[src/rtl/psd3_pkg.sv]
package psd3_pkg;

  localparam int COORD_BITS = 16;
  localparam int FRAC_BITS  = 8;
  localparam int DIST_BITS  = 25;

  // difference vectors, one bit wider than a coordinate
  localparam int DIFF_BITS  = COORD_BITS + 1;
  // squared magnitude of a difference, summed over three axes
  localparam int SQ_BITS    = 2 * DIFF_BITS + 2;
  // cross product component magnitude
  localparam int CROSS_BITS = 2 * DIFF_BITS + 1;
  // numerator |u x w|^2 scaled by 2^(2*FRAC_BITS)
  localparam int NUM_BITS   = 2 * CROSS_BITS + 2 + 2 * FRAC_BITS;
  // quotient has at most SQ_BITS-free width; keep full numerator width
  localparam int QUO_BITS   = NUM_BITS;
  // square root width
  localparam int ROOT_BITS  = (NUM_BITS + 1) / 2;

  typedef enum logic [1:0] {
    REGION_FIRST  = 2'd0,
    REGION_SECOND = 2'd1,
    REGION_INNER  = 2'd2
  } region_t;

  // one transaction moving down a chain of cells
  typedef struct packed {
    logic                  valid;
    region_t               region;
    logic [NUM_BITS-1:0]   rem;
    logic [QUO_BITS-1:0]   quo;
    logic [SQ_BITS-1:0]    div;
  } div_tok_t;

  typedef struct packed {
    logic                  valid;
    region_t               region;
    logic [NUM_BITS-1:0]   rad;
    logic [ROOT_BITS-1:0]  root;
    logic [NUM_BITS+1:0]   rem;
  } sqrt_tok_t;

endpackage

[src/rtl/psd3_sqrt_cell.sv]
module psd3_sqrt_cell
  import psd3_pkg::*;
(
  input  logic      clk,
  input  logic      rst,
  input  logic [$clog2(ROOT_BITS)-1:0] bit_pos,
  input  sqrt_tok_t tok_in,
  output sqrt_tok_t tok_out
);

  // one root bit: test (2r + 2^b) * 2^b against the remaining radicand
  logic [NUM_BITS+1:0] trial;
  logic                take;

  assign trial = ((NUM_BITS+2)'(tok_in.root) << (bit_pos + 1'b1))
               + ((NUM_BITS+2)'(1) << (2 * bit_pos));
  assign take  = tok_in.rem >= trial;

  always_ff @(posedge clk) begin
    if (rst) begin
      tok_out.valid <= 1'b0;
    end else begin
      tok_out.valid <= tok_in.valid;
    end
    tok_out.region <= tok_in.region;
    tok_out.rad    <= tok_in.rad;
    tok_out.rem    <= take ? tok_in.rem - trial : tok_in.rem;
    tok_out.root   <= tok_in.root | (ROOT_BITS'(take) << bit_pos);
  end

endmodule

[config.mk]
export PLATFORM = sky130hd
export DESIGN_NAME = psd3_sqrt_cell
export DESIGN_NICKNAME = d
export VERILOG_FILES = /design/src/rtl/psd3_pkg.sv /design/src/rtl/psd3_sqrt_cell.sv
export SDC_FILE = /design/constraint.sdc
export NUM_CORES = 1
export LEC_CHECK = 0
export BUFFER_PORTS_ARGS = -buffer_cell sky130_fd_sc_hd__buf_2
export CORE_UTILIZATION = 35
export DETAILED_ROUTE_END_ITERATION = 10
export GPL_ROUTABILITY_DRIVEN = 1
export SYNTH_ARGS = -nofsm -noshare
export SYNTH_HDL_FRONTEND = slang
export SYNTH_SLANG_ARGS = --single-unit
[constraint.sdc]
create_clock -name clk -period 13.1 [get_ports clk]
set_input_delay 1.31 -clock clk [delete_from_list [all_inputs] [get_ports clk]]
set_output_delay 1.31 -clock clk [all_outputs]
set_load 0.03 [all_outputs]
Word level (Yosys, flattened, before mapping)
Index checks and enable logic that the tools add are counted.

word-level totals
  register bits = 225
  input bits = 233
  output and inout bits = 225
  logic and storage cells = 14

cells by class
  add/subtract/negate cells = 3
  $lt $le $gt $ge = 1
  shifts and indexed selects = 3
  muxes and demuxes = 1
  bitwise logic cells = 1

operators with widths
  operator              number
  $add 90x90->90        1
  $ge 90x90->1          1
  $mux 90               1
  $shl 1x7->90 const A  1
  $shl 44x6->90         1
  $sub 90x90->90        1
  $or 44x44->44         1
  $shl 1x6->44          1
  $add 6x1->6 const B   1

Depth between registers and ports, before layout
  word-level depth = 6
  depth in mapped cells = 47
  mapped depth without buffers = 37

Worst setup path before layout
OpenSTA, ideal clock, no wires.

  path type = input port to flip-flop
  from = input bit_pos[0]
  to = register tok_out[11] in the netlist's numbering
  arrival = 10.356 ns
  path slack = 2.623 ns
  stages on the path = 41
  path buffers = 11
  path through = clkbuf_4 > buf_6 > buf_1 > inv_1 > ha_1 > clkbuf_1 > buf_2 > buf_4 > buf_2 > buf_1 > mux4_2 > mux2i_1 > mux2i_1 > o21ai_0 > nor2_1 > ha_1 > inv_1 > or4_1 > [... 5 more ...] > or3_1 > a21oi_1 > nand2b_1 > ha_1 > clkbuf_1 > a21oi_1 > o21ai_0 > a21oi_1 > nand2b_1 > o211ai_1 > a21oi_1 > o21ai_1 > a41oi_1 > o211ai_1 > a31oi_1 > buf_2 > buf_2 > mux2_2

between the ends
  cells in the longest elaborated chain, start to end = 5

RTL lines
  element                                                line                                        text
  start: declaration                                     psd3_sqrt_cell.sv:6                         input logic [$clog2(ROOT_BITS)-1:0] bit_pos,
  $add 6x1->6                                            psd3_sqrt_cell.sv:15                        assign trial = ((NUM_BITS+2)'(tok_in.root) << (bit_pos + 1'b1))
  $shl 44x6->90                                          psd3_sqrt_cell.sv:15
  $add 90x90->90 *                                       psd3_sqrt_cell.sv:16                        + ((NUM_BITS+2)'(1) << (2 * bit_pos));
  $sub 90x90->90 / $ge 90x90->1 (equally long branches)  psd3_sqrt_cell.sv:27, psd3_sqrt_cell.sv:17
  $mux 90 *                                              psd3_sqrt_cell.sv:27                        tok_out.rem <= take ? tok_in.rem - trial : tok_in.rem;
  end: declaration                                       psd3_sqrt_cell.sv:8                         output sqrt_tok_t tok_out

Every way passes the cells marked *; elsewhere a longest branch is shown, timed or not.
A chain may end at the register's enable or synchronous reset.

Worst setup path in the final report
  from = input bit_pos[0]
  to = register tok_out[50] in the netlist's numbering

Same word-level chain as after synthesis.

==> impl_results.md <==
- Final Util: 0.426
- Chip Width: 235 um
- Min-Delay Endpoint: tok_out[215]$_DFF_P_
- H-tree levels: 1
- Net Sw Frac: 0.433
- Post-layout min period: ~11000 ps
- Cells on Worst Hold Path: 1
- Cell variety after synth: 97
- Post-Layout Cell Count: 3494
- CP Class: in -> reg
- Status: completed
- Met3 usage: 0.0351
- Mapped Area: 19100 um2
- Average routed wire per standard cell: 22.1 um
- DRC viols: 0
- Post-synth EDFFs: 0
- Hpwl dp: 63600 um
- P_int: about 1.8 mW
- Seq cells post-synth: around 230
- CP endpoint kind: flip-flop
- Worst Tran Pin Value: 1220 ps
- Storage cell area: between 4000 and 5000 um2
- CTS Buffer Depth: 3
- WP buf/inv: 4
- Crit-path slowest cell: buf_4
- Lkg Pwr: 10.4 nW
- Power Dens Cells: around 140 nW/um2
- Sw Pwr: 1.40 mW
- Placeable Area: 53800 um2
- Post-CTS Setup Bufs: 0
- Area after DPL: between 20000 and 25000 um2
- FMAX: 0.0927 GHz
- Grt ovf: 0
- I/O Pins: ~460
- Unrepaired setup endpoints after global routing: false
- WHS: 846 ps
- Global routing usage on met1: 0.335
- Commonest non-fill, non-tap cell in the layout: buf_2
- DRT Wirelength: approximately 77000 um
- Startpoint Class: input port
- Post-CTS Resized: 0
- CTS root buffer: clkbuf_16
- Initial core utilization: 0.355
- Max reg flops: approximately 230
- Top_reg_cell synth: dfxtp_1
- Vias per cell: between 5 and 6
- GRT Max-Usage Layer: met2
- Detailed-route via count: 20200
- Post-Layout Inst Area: 22900 um2
- Sequential share of the synthesized area: 0.236
- Power share of the sequential group: 0.263
- Final setup viols: 0
- IO Port Bufs: 457
- Die height: about 240 um
- DRT Pass-1 Iters: 6
- Clock power frac: 0.248
- Syn Area/Cell: 7.95 um2
- Largest net degree at the start of global routing: 120
- WP data required: roughly 13000 ps
- TritonCTS Buffers: 26
- CTS tree: yes
- Synth Warn #: 0
- Multi-input gate area: 13900 um2
- Biggest regs: tok_out (225)
- CP delay by family, top: compound AO/OA/AOI/OAI gates
- Number of global-route vias before repair: between 15000 and 20000
- Worst-path maximum fanout: 119
- Final setup margin: 2310 ps
- Row count: 85
- Pre-CTS setup slack: 1920 ps
- Area leader, netlist: dfxtp_1
- Die footprint: 55500 um2
- Design Power: 3.24 mW
- Hold Path Class: in -> reg
- Layout cells sized above 1: 0.225
- First-pass GRT wire length: 115000 um
- Remaining antenna violation count: 0
- Clock tree sinks: 225
- Top-area cell type share of the netlist area: 0.236
- Crit-path max cell delay: 610 ps
- Max transition margin: 0.183
- GR Util All Layers: 0.266
- Register name with the most flops: tok_out
- Final period util: 0.824
- Most frequent cells in the layout: 457 x buf_2, 279 x nand2_1, 225 x dfxtp_1
- Initial antenna violation count: 3
- Number of max-cap violations: 0
- Placed Cells: 3445
- Post-layout nets: 3152
- Fin. Hold Viols: 0
- Cells after Synth: around 2400
- Area Overhead vs Synth: 20.0%
- Syn Nets: 2774
- Clk slew on worst S/H paths: 60 ps
- Peak supply drop: 83.2 uV
- Critical Path AT: 11130 ps
- Hold Buf Count CTS: 0
- Number of fill cells: 5502
- Top area cells in the synthesized netlist: dfxtp_1 24%, ha_1 9.2%, nand2_1 5.5%, a21o_1 4.8%, xnor2_1 4.7%
- Iter 0 DRT Violations: ~1500
- Async S/R FF share, synth: 0
- Gate power share: 0.488
- Min-Delay Startpoint: tok_in[215]
- Slew Limit Fails: 0
- Setup TNS: 0 ps
- Met2 usage: 0.458
- GPL Wtd Cong: 0.981
[synth_stat cells (all sizes together), types with 15 or more instances]
master,count
or2,15
and3,48
a21boi,15
o21bai,32
nand4,36
mux2,21
nor2b,22
xor2,65
inv,61
clkbuf,83
nand2,280
o21a,17
o31ai,15
and2,37
nand2b,19
nor2,181
a21o,125
ha,141
mux2i,53
o21ai,179
mux4,41
buf,45
nor3,46
xnor2,104
nand3,59
a31oi,40
a21oi,171
o22ai,18
dfxtp,225
[power by group through the flow]
| stage | Combinational (mW) | Sequential, mW | Clock (mW) |
|---|---|---|---|
| final | 1.58 | 0.853 | 0.804 |
| after CTS | 1.57 | 0.859 | 0.828 |
| after global placement | 1.56 | 0.871 | 0 |
| after global routing | 1.69 | 0.864 | 0.858 |
| after detailed placement | 1.57 | 0.873 | 0 |
| after floorplan | 0.825 | 1.11 | 0 |
[cell families (layout without fill, tap and decap cells)]
family,count (synthesis),after routing,share of synthesized area
mux,115,115,0.0894
simple gates,783,783,0.193
xor+xnor,169,169,0.0780
other cells,0,1,0
fa+ha+maj,142,142,0.0935
buf+inv,189,587,0.0409
compound gates,776,776,0.270
flops,225,225,0.236
[layer usage]
layer | wire, um | share of wire
met1 | 32900 | 0.43
met2 | 37000 | 0.48
met3 | 4450 | 0.058
met4 | 2980 | 0.039
met5 | 13 | 0.00017
[final cells by class]
| cell class | count | area share |
|---|---|---|
| multi-input combinational | 1985 | 0.606 |
| sequential | 225 | 0.197 |
| timing repair buffer | 478 | 0.107 |
| tap | 696 | 0.0380 |
| clock buffer | 38 | 0.0335 |
| inverter | 61 | 0.0100 |
| clock inverter | 10 | 0.00809 |
| antenna | 1 | 0.000109 |
[worst max path at each step]
stage | end | from | cells after the start
final | tok_out[50]$_DFF_P_ | bit_pos[0] | 35
after CTS | tok_out[50]$_DFF_P_ | bit_pos[0] | 34
after detailed placement | tok_out[50]$_DFF_P_ | bit_pos[0] | 34
after floorplan | tok_out[11]$_DFF_P_ | bit_pos[0] | 41
after global routing | tok_out[50]$_DFF_P_ | bit_pos[0] | 35
after global placement | tok_out[50]$_DFF_P_ | bit_pos[1] | 34
(Power assumes the default switching activity.)
